## src/design/oaht_pkg.sv

```systemverilog
// Shared types, codes and the control program of the open-addressing hash table.
// No dependencies; every other design file refers to this package by scoped names.
`default_nettype none

package oaht_pkg;

  localparam int KEY_W      = 31;
  localparam int KEY_PAD_W  = 32;
  localparam int DIGIT_BITS = 8;
  localparam int DIV_STEPS  = KEY_PAD_W / DIGIT_BITS;
  localparam int DIV_CNT_W  = $clog2(DIV_STEPS);
  localparam logic [1:0] DH_PRIME = 2'd3;

  localparam logic [1:0] MODE_INSERT = 2'd0;
  localparam logic [1:0] MODE_DELETE = 2'd1;
  localparam logic [1:0] MODE_SEARCH = 2'd2;

  localparam logic [1:0] STATUS_OK       = 2'd0;
  localparam logic [1:0] STATUS_NOTFOUND = 2'd1;
  localparam logic [1:0] STATUS_EMPTY    = 2'd2;
  localparam logic [1:0] STATUS_FULL     = 2'd3;

  localparam logic [1:0] SCHEME_LINEAR    = 2'd0;
  localparam logic [1:0] SCHEME_QUADRATIC = 2'd1;
  localparam logic [1:0] SCHEME_DOUBLE    = 2'd2;

  typedef enum logic [1:0] {
    MARK_EMPTY = 2'd0,
    MARK_USED  = 2'd1,
    MARK_TOMB  = 2'd2
  } mark_t;

  typedef struct packed {
    mark_t            mark;
    logic [KEY_W-1:0] key;
  } entry_t;

  typedef struct packed {
    logic [1:0]       mode;
    logic [KEY_W-1:0] key;
  } item_in_t;

  typedef struct packed {
    logic [1:0] status;
    logic [3:0] slot;
  } item_out_t;

  // Datapath operation selected by the current control word.
  typedef enum logic [2:0] {
    OP_CLEAR,
    OP_IDLE,
    OP_DIV,
    OP_CHECK,
    OP_PROBE,
    OP_RESULT
  } op_t;

  typedef enum logic [2:0] {
    COND_CLR_DONE,
    COND_IN_XFER,
    COND_DIV_DONE,
    COND_SKIP,
    COND_PROBE_END,
    COND_OUT_FREE
  } cond_t;

  typedef enum logic [2:0] {
    STEP_CLEAR,
    STEP_IDLE,
    STEP_DIV,
    STEP_CHECK,
    STEP_PROBE,
    STEP_RESULT
  } step_t;

  typedef struct packed {
    op_t   op;
    cond_t cond;
    step_t t_true;
    step_t t_false;
  } ctrl_t;

  typedef struct packed {
    logic clr_done;
    logic in_xfer;
    logic div_done;
    logic skip;
    logic probe_end;
    logic out_free;
  } flags_t;

  // Control store: one word per step, jumping to t_true when the condition holds.
  function automatic ctrl_t program_word(step_t s);
    ctrl_t w;
    case (s)
      STEP_CLEAR:  w = '{OP_CLEAR,  COND_CLR_DONE,  STEP_IDLE,   STEP_CLEAR};
      STEP_IDLE:   w = '{OP_IDLE,   COND_IN_XFER,   STEP_DIV,    STEP_IDLE};
      STEP_DIV:    w = '{OP_DIV,    COND_DIV_DONE,  STEP_CHECK,  STEP_DIV};
      STEP_CHECK:  w = '{OP_CHECK,  COND_SKIP,      STEP_RESULT, STEP_PROBE};
      STEP_PROBE:  w = '{OP_PROBE,  COND_PROBE_END, STEP_RESULT, STEP_PROBE};
      STEP_RESULT: w = '{OP_RESULT, COND_OUT_FREE,  STEP_IDLE,   STEP_RESULT};
      default:     w = '{OP_IDLE,   COND_IN_XFER,   STEP_DIV,    STEP_IDLE};
    endcase
    return w;
  endfunction

endpackage

`default_nettype wire

```

## src/design/oaht_seq.sv

```systemverilog
// Microcode sequencer: step counter, control store lookup and conditional jumps.
// Depends on oaht_pkg for the control word, flag and step types.
`default_nettype none

module oaht_seq (
  input  wire               clk,
  input  wire               rst,
  input  oaht_pkg::flags_t  flags,
  output oaht_pkg::ctrl_t   ctrl
);

  oaht_pkg::step_t step;
  oaht_pkg::step_t step_next;
  logic            cond_true;

  always_ff @(posedge clk) begin
    if (rst) begin
      step <= oaht_pkg::STEP_CLEAR;
    end else begin
      step <= step_next;
    end
  end

  always_comb begin
    ctrl = oaht_pkg::program_word(step);
    case (ctrl.cond)
      oaht_pkg::COND_CLR_DONE:  cond_true = flags.clr_done;
      oaht_pkg::COND_IN_XFER:   cond_true = flags.in_xfer;
      oaht_pkg::COND_DIV_DONE:  cond_true = flags.div_done;
      oaht_pkg::COND_SKIP:      cond_true = flags.skip;
      oaht_pkg::COND_PROBE_END: cond_true = flags.probe_end;
      oaht_pkg::COND_OUT_FREE:  cond_true = flags.out_free;
      default:                  cond_true = 1'b0;
    endcase
    step_next = cond_true ? ctrl.t_true : ctrl.t_false;
  end

endmodule

`default_nettype wire

```

## src/design/oaht_dp.sv

```systemverilog
// Datapath of the hash table: slot memory, home-slot divider, probe arithmetic,
// entry count, configuration register and the output register. Uses oaht_pkg.
`default_nettype none

module oaht_dp #(
  parameter int TABLE_SIZE = 16
) (
  input  wire                  clk,
  input  wire                  rst,
  input  oaht_pkg::ctrl_t      ctrl,
  output oaht_pkg::flags_t     flags,
  input  wire                  cfg_wen,
  input  wire [1:0]            cfg_wdata,
  input  wire                  in_valid,
  output logic                 in_stall,
  input  oaht_pkg::item_in_t   in_data,
  output logic                 out_valid,
  input  wire                  out_stall,
  output oaht_pkg::item_out_t  out_data
);

  localparam int IW  = (TABLE_SIZE > 1) ? $clog2(TABLE_SIZE) : 1;
  localparam int W1  = IW + 1;
  localparam int CW  = $clog2(TABLE_SIZE + 1);
  localparam int PW  = $clog2(TABLE_SIZE + 2);
  localparam int D0  = 3 % TABLE_SIZE;
  localparam logic [W1-1:0] TW        = W1'(TABLE_SIZE);
  localparam logic [IW-1:0] LAST_SLOT = IW'(TABLE_SIZE - 1);
  localparam logic [CW-1:0] FULL_CNT  = CW'(TABLE_SIZE);
  localparam logic [PW-1:0] LAST_PROBE = PW'(TABLE_SIZE + 1);

  // Sum of two residues whose total stays below twice the table size.
  function automatic logic [IW-1:0] add_mod(logic [W1-1:0] a, logic [W1-1:0] b);
    logic [W1-1:0] s;
    s = a + b;
    if (s >= TW) s = s - TW;
    return s[IW-1:0];
  endfunction

  oaht_pkg::entry_t mem [TABLE_SIZE];
  oaht_pkg::entry_t rdata;

  logic                            mem_we;
  logic [IW-1:0]                   mem_waddr;
  oaht_pkg::entry_t                mem_wdata;

  logic [1:0]                      probe_scheme;
  logic [1:0]                      mode;
  logic [oaht_pkg::KEY_W-1:0]      key;
  logic [oaht_pkg::KEY_PAD_W-1:0]  kshift;
  logic [oaht_pkg::DIV_CNT_W-1:0]  div_cnt;
  logic [IW-1:0]                   home;
  logic [1:0]                      key_mod3;
  logic [IW-1:0]                   cur;
  logic [IW-1:0]                   cur_next;
  logic [IW-1:0]                   clr_cnt;
  logic [CW-1:0]                   entry_count;
  logic [PW-1:0]                   probe_idx;
  logic [IW-1:0]                   sq;
  logic [IW-1:0]                   dm;
  logic [IW-1:0]                   ms;
  logic [IW-1:0]                   dstep;
  logic [1:0]                      res_status;
  logic [IW-1:0]                   res_slot;

  logic [W1-1:0]                   r_acc;
  logic [2:0]                      m_acc;
  logic [1:0]                      step3;
  logic [W1-1:0]                   step_w;
  logic                            is_ins;
  logic                            is_del;
  logic                            skip_full;
  logic                            skip_empty;
  logic                            hit;
  logic                            stop_empty;
  logic [IW+3:0]                   slot_wide;

  assign is_ins     = (mode == oaht_pkg::MODE_INSERT);
  assign is_del     = (mode == oaht_pkg::MODE_DELETE);
  assign skip_full  = is_ins && (entry_count == FULL_CNT);
  assign skip_empty = !is_ins && (entry_count == '0);

  assign in_stall = rst || (ctrl.op != oaht_pkg::OP_IDLE);

  assign flags.clr_done  = (clr_cnt == LAST_SLOT);
  assign flags.in_xfer   = in_valid && !in_stall;
  assign flags.div_done  = (div_cnt == oaht_pkg::DIV_CNT_W'(oaht_pkg::DIV_STEPS - 1));
  assign flags.skip      = skip_full || skip_empty;
  assign flags.probe_end = hit || stop_empty || (probe_idx == LAST_PROBE);
  assign flags.out_free  = !out_valid || !out_stall;

  // Probe evaluation against the entry at the current slot.
  always_comb begin
    if (is_ins) begin
      hit        = (rdata.mark != oaht_pkg::MARK_USED);
      stop_empty = 1'b0;
    end else begin
      hit        = (rdata.mark == oaht_pkg::MARK_USED) && (rdata.key == key);
      stop_empty = (rdata.mark == oaht_pkg::MARK_EMPTY);
    end
  end

  // Eight bits of the key per cycle into both residues, most significant first.
  always_comb begin
    r_acc = {1'b0, home};
    m_acc = {1'b0, key_mod3};
    for (int j = 0; j < oaht_pkg::DIGIT_BITS; j++) begin
      r_acc = {r_acc[IW-1:0], kshift[oaht_pkg::KEY_PAD_W-1-j]};
      if (r_acc >= TW) r_acc = r_acc - TW;
      m_acc = {m_acc[1:0], kshift[oaht_pkg::KEY_PAD_W-1-j]};
      if (m_acc >= 3'd3) m_acc = m_acc - 3'd3;
    end
  end

  // Double hashing step, reduced once so that it is a residue of the table size.
  always_comb begin
    step3  = oaht_pkg::DH_PRIME - key_mod3;
    step_w = W1'(step3);
    if (step_w >= TW) step_w = step_w - TW;
  end

  always_comb begin
    cur_next = cur;
    case (ctrl.op)
      oaht_pkg::OP_DIV: cur_next = r_acc[IW-1:0];
      oaht_pkg::OP_PROBE: begin
        case (probe_scheme)
          oaht_pkg::SCHEME_QUADRATIC: cur_next = add_mod({1'b0, cur}, {1'b0, sq});
          oaht_pkg::SCHEME_DOUBLE:    cur_next = add_mod({1'b0, home}, {1'b0, ms});
          default:                    cur_next = add_mod({1'b0, cur}, W1'(1));
        endcase
      end
      default: cur_next = cur;
    endcase
  end

  always_comb begin
    mem_we    = 1'b0;
    mem_waddr = cur;
    mem_wdata = '{oaht_pkg::MARK_USED, key};
    case (ctrl.op)
      oaht_pkg::OP_CLEAR: begin
        mem_we    = 1'b1;
        mem_waddr = clr_cnt;
        mem_wdata = '{oaht_pkg::MARK_EMPTY, '0};
      end
      oaht_pkg::OP_PROBE: begin
        if (hit && (is_ins || is_del)) begin
          mem_we = 1'b1;
          if (is_del) mem_wdata = '{oaht_pkg::MARK_TOMB, '0};
        end
      end
      default: mem_we = 1'b0;
    endcase
  end

  // Read data always belongs to the slot that cur holds after the edge.
  always_ff @(posedge clk) begin
    if (mem_we) mem[mem_waddr] <= mem_wdata;
    rdata <= mem[cur_next];
  end

  assign slot_wide = {4'b0, res_slot};

  always_ff @(posedge clk) begin
    if (rst) begin
      probe_scheme <= oaht_pkg::SCHEME_LINEAR;
      clr_cnt      <= '0;
      entry_count  <= '0;
      out_valid    <= 1'b0;
      cur          <= '0;
    end else begin
      if (cfg_wen) probe_scheme <= cfg_wdata;
      cur <= cur_next;
      if ((ctrl.op == oaht_pkg::OP_RESULT) && flags.out_free) begin
        out_valid <= 1'b1;
      end else if (out_valid && !out_stall) begin
        out_valid <= 1'b0;
      end
      case (ctrl.op)
        oaht_pkg::OP_CLEAR: begin
          clr_cnt <= clr_cnt + IW'(1);
        end
        oaht_pkg::OP_IDLE: begin
          if (flags.in_xfer) begin
            mode     <= in_data.mode;
            key      <= in_data.key;
            kshift   <= {1'b0, in_data.key};
            div_cnt  <= '0;
            home     <= '0;
            key_mod3 <= '0;
          end
        end
        oaht_pkg::OP_DIV: begin
          home     <= r_acc[IW-1:0];
          key_mod3 <= m_acc[1:0];
          kshift   <= kshift << oaht_pkg::DIGIT_BITS;
          div_cnt  <= div_cnt + oaht_pkg::DIV_CNT_W'(1);
        end
        oaht_pkg::OP_CHECK: begin
          probe_idx <= PW'(1);
          sq        <= IW'(1);
          dm        <= IW'(D0);
          ms        <= step_w[IW-1:0];
          dstep     <= step_w[IW-1:0];
          res_slot  <= '0;
          if (skip_full) begin
            res_status <= oaht_pkg::STATUS_FULL;
          end else if (skip_empty) begin
            res_status <= oaht_pkg::STATUS_EMPTY;
          end else if (is_ins) begin
            res_status <= oaht_pkg::STATUS_FULL;
          end else begin
            res_status <= oaht_pkg::STATUS_NOTFOUND;
          end
        end
        oaht_pkg::OP_PROBE: begin
          probe_idx <= probe_idx + PW'(1);
          sq        <= add_mod({1'b0, sq}, {1'b0, dm});
          dm        <= add_mod({1'b0, dm}, W1'(2));
          ms        <= add_mod({1'b0, ms}, {1'b0, dstep});
          if (hit) begin
            res_status <= oaht_pkg::STATUS_OK;
            res_slot   <= cur;
            if (is_ins) begin
              entry_count <= entry_count + CW'(1);
            end else if (is_del) begin
              entry_count <= entry_count - CW'(1);
            end
          end
        end
        oaht_pkg::OP_RESULT: begin
          if (flags.out_free) begin
            out_data.status <= res_status;
            out_data.slot   <= slot_wide[3:0];
          end
        end
        default: begin
        end
      endcase
    end
  end

  a_write_only_when_allowed: assert property (@(posedge clk) disable iff (rst)
    mem_we |-> (ctrl.op == oaht_pkg::OP_CLEAR || ctrl.op == oaht_pkg::OP_PROBE))
    else $error("slot memory written outside the clear pass or a probe");

  a_count_bounded: assert property (@(posedge clk) disable iff (rst)
    entry_count <= FULL_CNT)
    else $error("entry count exceeds table size");

  a_cur_in_range: assert property (@(posedge clk) disable iff (rst)
    cur <= LAST_SLOT)
    else $error("probe slot outside the table");

  a_probe_bounded: assert property (@(posedge clk) disable iff (rst)
    (ctrl.op == oaht_pkg::OP_PROBE) |-> (probe_idx <= LAST_PROBE && probe_idx != '0))
    else $error("probe index out of range");

  a_xfer_starts_div: assert property (@(posedge clk) disable iff (rst)
    flags.in_xfer |=> (ctrl.op == oaht_pkg::OP_DIV))
    else $error("accepted item did not start the home slot division");

endmodule

`default_nettype wire

```

## src/design/open_addressing_hash_table_top.sv

```systemverilog
// Top level of the open-addressing hash table: microcode sequencer plus datapath.
// Depends on oaht_pkg, oaht_seq and oaht_dp.
//
//   port group   direction   handshake             payload
//   in           to block    in_valid / in_stall   in_data   (mode, key)
//   out          from block  out_valid / out_stall out_data  (status, slot)
//   cfg          to block    cfg_wen               cfg_wdata (probe_scheme)
//
// An operation passes through an accept step, the reduction of the key, a check
// step, up to TABLE_SIZE+1 probes (one slot memory read each) and a result step.
// An insert into a full table, or any other operation on an empty one, skips the
// probe loop. After reset a clearing pass marks every slot empty; no transfer is
// accepted during it.
// The output register holds a result under stall while the next item is taken in.
`default_nettype none

module open_addressing_hash_table_top #(
  parameter int TABLE_SIZE = 16
) (
  input  wire                  clk,
  input  wire                  rst,
  input  wire                  cfg_wen,
  input  wire [1:0]            cfg_wdata,
  input  wire                  in_valid,
  output logic                 in_stall,
  input  oaht_pkg::item_in_t   in_data,
  output logic                 out_valid,
  input  wire                  out_stall,
  output oaht_pkg::item_out_t  out_data
);

  oaht_pkg::ctrl_t  ctrl;
  oaht_pkg::flags_t flags;

  oaht_seq u_seq (
    .clk   (clk),
    .rst   (rst),
    .flags (flags),
    .ctrl  (ctrl)
  );

  oaht_dp #(
    .TABLE_SIZE (TABLE_SIZE)
  ) u_dp (
    .clk       (clk),
    .rst       (rst),
    .ctrl      (ctrl),
    .flags     (flags),
    .cfg_wen   (cfg_wen),
    .cfg_wdata (cfg_wdata),
    .in_valid  (in_valid),
    .in_stall  (in_stall),
    .in_data   (in_data),
    .out_valid (out_valid),
    .out_stall (out_stall),
    .out_data  (out_data)
  );

endmodule

`default_nettype wire

```

## config.mk

```make
export PLATFORM = sky130hd
export DESIGN_NAME = open_addressing_hash_table_top
export DESIGN_NICKNAME = d
export VERILOG_FILES = /design/src/design/oaht_pkg.sv /design/src/design/oaht_seq.sv /design/src/design/oaht_dp.sv /design/src/design/open_addressing_hash_table_top.sv
export SDC_FILE = /design/constraint.sdc
export NUM_CORES = 1
export LEC_CHECK = 0
export ABC_AREA = 1
export BUFFER_PORTS_ARGS = -buffer_cell sky130_fd_sc_hd__buf_2
export CAP_MARGIN = 20
export CORE_MARGIN = 2
export CORE_UTILIZATION = 55
export DETAILED_ROUTE_END_ITERATION = 10
export GPL_TIMING_DRIVEN = 0
export PLACE_DENSITY = 0.71
export SLEW_MARGIN = 20
export SYNTH_ARGS = -nofsm -noshare
export SYNTH_HDL_FRONTEND = slang
export SYNTH_SLANG_ARGS = --single-unit
```

## constraint.sdc

```tcl
create_clock -name clk -period 6.85 [get_ports clk]
set_input_delay 1.37 -clock clk [delete_from_list [all_inputs] [get_ports clk]]
set_output_delay 1.37 -clock clk [all_outputs]
set_load 0.03 [all_outputs]
```

======== Yosys cells after proc, flatten, opt, wreduce, memory -nomap -nowiden ========
Memory sizes are Yosys's and may differ from the RTL's. A register that Yosys moved wholly into a read port is not among the register bits.
Index checks and enable logic that the tools add are counted.
storage, ports and cells
  output and inout port bits .............. 8
  latch bits .............................. 0
  input bits .............................. 40
  RAM bits ................................ 528
  logic and storage cells ................. 199
  ROM bits ................................ 0
  memories kept ........................... 1
  register bits ........................... 123
operators by class
  div/mod/pow operators ................... 0
  $lt $le $gt $ge ......................... 22
  shifts and indexed selects .............. 0
  equal/unequal tests ..................... 27
  reductions and logical operators ........ 34
  add/subtract/negate cells ............... 34
  multiply operators ...................... 0
  bitwise logic cells ..................... 1
  muxes and demuxes ....................... 59
memories
  name      words  width  read ports  clocked after Yosys merged registers in  write ports  line           text
  u_dp.mem  16     33     1           1                                        1            oaht_dp.sv:40  oaht_pkg::entry_t mem [TABLE_SIZE];
operator list
  kind                                                                count
  greater-or-equal comparator 5 bit (second input constant)           14
  two-way mux 4 bit                                                   17
  two-way mux 33 bit                                                  2
  case mux 33 bit (2 select lines)                                    1
  case mux 32 bit (2 select lines)                                    1
  case mux 12 bit (5 select lines)                                    1
  case mux 4 bit (2 select lines)                                     7
  subtractor 4 x 1 -> 4 bit (second input constant)                   14
  two-way mux 32 bit                                                  1
  equality test 31 bit                                                1
  two-way mux 2 bit                                                   13
  greater-or-equal comparator 3 x 2 -> 1 bit (second input constant)  8
  equality test 3 x 2 -> 1 bit (second input constant)                6
  equality test 3 bit (second input constant)                         6
  subtractor 2 bit (second input constant)                            8
  adder 4 x 4 -> 5 bit                                                3
  AND reduction 3 bit                                                 5
  case mux 2 bit (2 select lines)                                     3
  adder 5 x 1 -> 5 bit (second input constant)                        2
  equality test 5 bit (second input constant)                         2
  two-way mux 5 bit                                                   2
  case mux 5 bit (2 select lines)                                     1
  logical NOT 3 bit                                                   3
  nonzero test 2 bit                                                  4
  25 further kinds                                                    52

======== Logic depth before layout (Yosys ltp) ========
  depth after elaboration ................. 17
  mapped depth ............................ 48
  mapped depth without buffers ............ 48

======== By module ========
Synthesis repeated with hierarchy kept, for this count alone.
unflattened totals
  cell total of the unflattened synthesis .. 2139
  area, all modules ....................... 27730.3 sq um
modules (own cells, without submodules)
  module    seq. area each (sq um)  times used  area each (sq um)  cells each
  oaht_dp   19929.1                 1           27448.8            2093
  oaht_seq  60.1                    1           281.5              46

======== Least setup slack after synthesis ========
No wires, ideal clock.
  path type ............................... input -> register
  start point ............................. input port rst
  end point ............................... register u_dp.div_cnt[0] (netlist name) (enable)
  arrival ................................. 4.430 ns
  path buffers ............................ 1
  stages .................................. 2
  setup slack ............................. 1.928 ns
  setup time .............................. 0.493 ns
  cell sequence ........................... clkbuf_1 o21ai_0
on the way
  word-level cells in the longest chain between the ends .. 5
  elaborated cells between the ends (all ways) .. 6
ends and longest elaborated chain
  item                             line                                  text
  from (decl)                      open_addressing_hash_table_top.sv:21  input wire rst,
  logical OR 1 bit                 oaht_dp.sv:83                         assign in_stall = rst || (ctrl.op != oaht_pkg::OP_IDLE);
  logical NOT 1 bit                oaht_dp.sv:86                         assign flags.in_xfer = in_valid && !in_stall;
  logical AND 1 bit                oaht_dp.sv:86
  inequality test 2 bit (no line)  n/a
  AND reduction 3 bit (no line) *  n/a
  to (signal assigned)             oaht_dp.sv:198                        div_cnt <= div_cnt + oaht_pkg::DIV_CNT_W'(1);
  to (decl)                        oaht_dp.sv:51                         logic [oaht_pkg::DIV_CNT_W-1:0] div_cnt;
Every way passes the cells marked *; elsewhere a longest branch is shown, timed or not.
A chain may end at the register's enable or synchronous reset.

======== Worst setup path in the final report ========
  start point ............................. register u_dp.key_mod3[0]
  end point ............................... register u_dp.key_mod3[1], data pin
on the way
  word-level cells in the longest chain between the ends .. 17
  elaborated cells between the ends (all ways) .. 25
ends and longest elaborated chain
  item                                                                                   line            text
  from (decl)                                                                            oaht_dp.sv:53   logic [1:0] key_mod3;
  from (signal assigned)                                                                 oaht_dp.sv:196  key_mod3 <= m_acc[1:0];
  greater-or-equal comparator 3 x 2 -> 1 bit / subtractor 2 bit (equally long branches)  oaht_dp.sv:111  if (m_acc >= 3'd3) m_acc = m_acc - 3'd3;
  two-way mux 2 bit *                                                                    oaht_dp.sv:111
  greater-or-equal comparator 3 x 2 -> 1 bit / subtractor 2 bit (equally long branches)  oaht_dp.sv:111
  two-way mux 2 bit *                                                                    oaht_dp.sv:111
  greater-or-equal comparator 3 x 2 -> 1 bit / subtractor 2 bit (equally long branches)  oaht_dp.sv:111
  two-way mux 2 bit *                                                                    oaht_dp.sv:111
  greater-or-equal comparator 3 x 2 -> 1 bit / subtractor 2 bit (equally long branches)  oaht_dp.sv:111
  two-way mux 2 bit *                                                                    oaht_dp.sv:111
  greater-or-equal comparator 3 x 2 -> 1 bit / subtractor 2 bit (equally long branches)  oaht_dp.sv:111
  two-way mux 2 bit *                                                                    oaht_dp.sv:111
  greater-or-equal comparator 3 x 2 -> 1 bit / subtractor 2 bit (equally long branches)  oaht_dp.sv:111
  two-way mux 2 bit *                                                                    oaht_dp.sv:111
  greater-or-equal comparator 3 x 2 -> 1 bit / subtractor 2 bit (equally long branches)  oaht_dp.sv:111
  two-way mux 2 bit *                                                                    oaht_dp.sv:111
  greater-or-equal comparator 3 x 2 -> 1 bit / subtractor 2 bit (equally long branches)  oaht_dp.sv:111
  two-way mux 2 bit *                                                                    oaht_dp.sv:111
  case mux 2 bit (2 select lines) *                                                      oaht_dp.sv:180  case (ctrl.op)
Marked as above.

==> metrics.md <==
| Metric | Value |
|---|---|
| Register Area | 19990 um2 |
| Post-synth EDFFs | 631 |
| Post-CTS resize count | 0 |
| Worst R2R Setup Slack | 1.78 ns |
| Cts hold-fix bufs | 0 |
| CP max stage delay | 0.46 ns |
| Crit path kind | reg -> reg |
| Worst-case reg-to-reg path depth | 46 |
| H-tree levels | 3 |
| RSZ-0062 raised after global routing | no |
| Root buffer cell | clkbuf_16 |
| CTS buffer count | 70 |
| Filler Cells Inserted | 3702 |
| Gp weighted congestion | around 0.9 |
| First-pass GRT wire length | 117.1 mm |
| Final Slew Violations | 0 |
| Final #Nets | between 2k and 3k |
| CP Capture Point | u_dp.key_mod3[1] |
| Critical Path AT | 5.45 ns |
| Final Hold Viols | 0 |
| Slowest cell on crit path | edfxtp_1 |
| Endpoint class of the critical path | register |
| Critical Path Most Common Cell | nand2_1 |
| Tightest Hold Check Type | reg -> reg |
| 1st-pass router iterations | 6 |
| Die Ht | about 230 um |
| Initial Util | 0.5541 |
| Worst r2r src | u_dp.key_mod3[0] |
| Skew final | 0.02610 ns |
| Wire per inst | 24.76 um |
| Worst rel slew slack | 0.2106 |
| Residual DRC | 0 |
| Final ANT Viol Nets | 0 |
| Via count | a little under 20k |
| Final setup viols | 0 |
| Clock sink count | 683 |
| Total grt overflow | 0 |
| Multi-input logic area | about 6700 um2 |
| Crit path buf inv count | 13 |
| Largest net degree at the start of global routing | 32 |
| Top FF cell, synth | edfxtp_1 |
| Outcome | completed |
| CP startpoint | u_dp.key_mod3[0] |
| Number of I/O port buffers | 47 |
| Tmin final | between 5 and 6 ns |
| TritonCTS clock tree | done |
| Die Footprint | between 50000 and 60000 um2 |
| Area after DPL | 30140 um2 |
| Area grow syn2layout | 15.55% |
| #FFs+latches synth | 683 |
| Seq/Total Area, Yosys | 0.7061 |
| Slew @ Worst Pin | 1.180 ns |
| Number of I/O pins | 48 |
| Cell area after layout | between 30000 and 40000 um2 |
| Worst Setup Start Kind | register |
| Worst vdd ir | 0.0003637 V |
| Worst r2r dst | u_dp.key_mod3[1] |
| Share of flip-flops with an asynchronous set or reset | 0 |
| Vias in the first global route | 18.98k |
| Via/cell ratio | 6.029 |
| Static Leak | 12.39 nW |
| Stages on worst setup path | 46 |
| Overall Global Routing Usage | 0.3015 |
| Initial antenna violation count | 1 |
| Num rows | 83 |
| Worst-path clk slew | roughly 0.060 ns |
| Pwr dens | 453.1 nW/um2 |
| Chip Width | approximately 230 um |
| Synth warnings | 0 |
| Clock Tree Buf Depth | 3 |
| Setup Buffers After CTS | 0 |
| Synth unique cells | 46 |
| Critical path peak fanout | 5 |
| Final WL | 79.93 mm |
| Layout cells sized above 1 | 0.1130 |
| Worst Path Required | a little over 7 ns |
| Post-synthesis average cell area | 12.08 um2 |
| Max Clk Rate | 197.4 MHz |
| Synthesized Nets | between 2k and 2.5k |
| 1st-iter DRT viols | 2959 |
| Delay-heaviest family, CP | simple AND/OR/NAND/NOR gates |
| Core Region | 51090 um2 |
| Total inserted antenna cells | 0 |
| Mapped cell area | 28310 um2 |
| Clock Latency Late Sink | 0.63 ns |
| Setup TNS | 0 ns |
| Final HPWL DP | 52.91 mm |
| Part of the cycle the worst path needs | 0.7396 |
| Max_cap viols | 0 |
| Synth Instances | between 2k and 2.5k |
## registers in the layout, summed over array words and instances, names as in the netlist, 5 cells and up, named ones only
register and flops:
u_dp.mem 528, u_dp.out_data 6, u_dp.rdata 33, u_dp.key 31
u_dp.kshift 32, u_dp.probe_idx 5, u_dp.entry_count 5
## cells in the mapped netlist, types with 2 or more instances
master / count / share of area
nor4_1: 5 / 0.0011
nor2_1: 107 / 0.014
ha_1: 26 / 0.011
nor2_4: 3 / 0.0012
or2_2: 3 / 0.00066
o21ai_0: 200 / 0.035
xor2_1: 18 / 0.0056
o22ai_1: 4 / 0.00088
nand4_1: 6 / 0.0013
buf_2: 39 / 0.0069
clkbuf_1: 64 / 0.0085
inv_2: 4 / 0.00053
xnor2_1: 7 / 0.0022
o2111ai_1: 2 / 0.00062
nor3_1: 6 / 0.0011
edfxtp_1: 631 / 0.67
a2111oi_0: 2 / 0.00062
fa_1: 5 / 0.0035
buf_4: 3 / 0.00080
nand3_1: 154 / 0.027
nand2_2: 13 / 0.0029
a22o_1: 2 / 0.00062
buf_1: 10 / 0.0013
dfxtp_1: 52 / 0.037
o211ai_1: 132 / 0.035
nand2_1: 285 / 0.038
a21oi_1: 151 / 0.027
mux2i_1: 35 / 0.012
a211oi_1: 4 / 0.0011
nand3_2: 4 / 0.0014
inv_1: 350 / 0.046
a21oi_2: 2 / 0.00062
## stage by stage
| step | hold WS (ns) | setup WS, ns | instances | power [W] | utilization |
|---|---|---|---|---|---|
| global route | 0.4345 | 1.294 | 3228 | 0.01534 | 0.6402 |
| finish | 0.4308 | 1.784 | 3228 | 0.01482 | 0.6402 |
| CTS | 0.4259 | 1.802 | 3227 | 0.01469 | 0.6398 |
| global placement | 0.4013 | 0.09620 | 3070 | 0.01017 | 0.5753 |
| floorplan | 0.4003 | 1.928 | 2343 | 0.008584 | - |
| detailed placement | 0.4068 | 1.828 | 3097 | 0.01052 | 0.5900 |
## worst min-delay path by stage
stage,start,to,cells after the start
final,u_dp.res_slot[2],u_dp.out_data[2],0
after global routing,u_dp.res_slot[2],u_dp.out_data[2],0
after CTS,u_dp.res_slot[2],u_dp.out_data[2],0
after detailed placement,u_dp.res_slot[1],u_dp.out_data[1],0
after global placement,u_dp.res_slot[0],u_dp.out_data[0],0
after floorplan,u_dp.res_slot[0],u_dp.out_data[0],0
## where the power goes
part	total [W]	leakage, nW	switching, W	internal [W]
Combinational	0.00466	4.89	0.00342	0.00124
Clock	0.00420	1.23	0.00165	0.00255
Sequential	0.00596	6.28	0.000246	0.00572
## cells in the final DEF (no fill, tap or decap), types with 10 or more instances in the layout
master / instances
a21oi_1: 149
buf_1: 10
buf_12: 14
buf_16: 11
buf_2: 86
bufinv_16: 15
clkbuf_1: 78
clkbuf_16: 71
dfxtp_1: 52
edfxtp_1: 631
ha_1: 26
inv_1: 349
mux2i_1: 35
nand2_1: 285
nand2_2: 13
nand3_1: 154
nor2_1: 85
nor2_4: 19
o211ai_1: 132
o21ai_0: 198
xor2_1: 18
## worst reg2reg max path, delay by kind of cell (launching register included)
kind                     cells  cell delay [ns]
AND/OR/NAND/NOR             24             1.90
flip-flops                   1             0.46
AO/OA/AOI/OAI                1             0.10
buffers and inverters       13             0.86
adder cells (fa/ha/maj)      8             1.49
## metal layers
layer,up-vias,part of all wire,track usage
met2,1366,0.46,0.4750
met5,-,0,0
met4,0,0.046,0.1335
met1,9331,0.37,0.4022
li1,8516,-,-
met3,248,0.12,0.07090
## logic make-up after synthesis
family                   Yosys count  share of synthesized area
flip-flops                       683                     0.7061
XOR/XNOR                          25                   0.007734
multiplexers                      35                    0.01238
adder cells (fa/ha/maj)           31                    0.01503
AND/OR/NAND/NOR                  591                    0.09007
AO/OA/AOI/OAI                    507                     0.1041
buffers and inverters            471                    0.06457
## final cells by class
type,instances,share of cell area
clock inverters,40,0.01978
inverters,355,0.04074
clock buffers,90,0.05802
repair buffers,75,0.02593
well taps,680,0.02601
plain buffers,116,0.01515
multi-input cells,1189,0.2033
flip-flops and latches,683,0.6111
(Power assumes the default switching activity.)
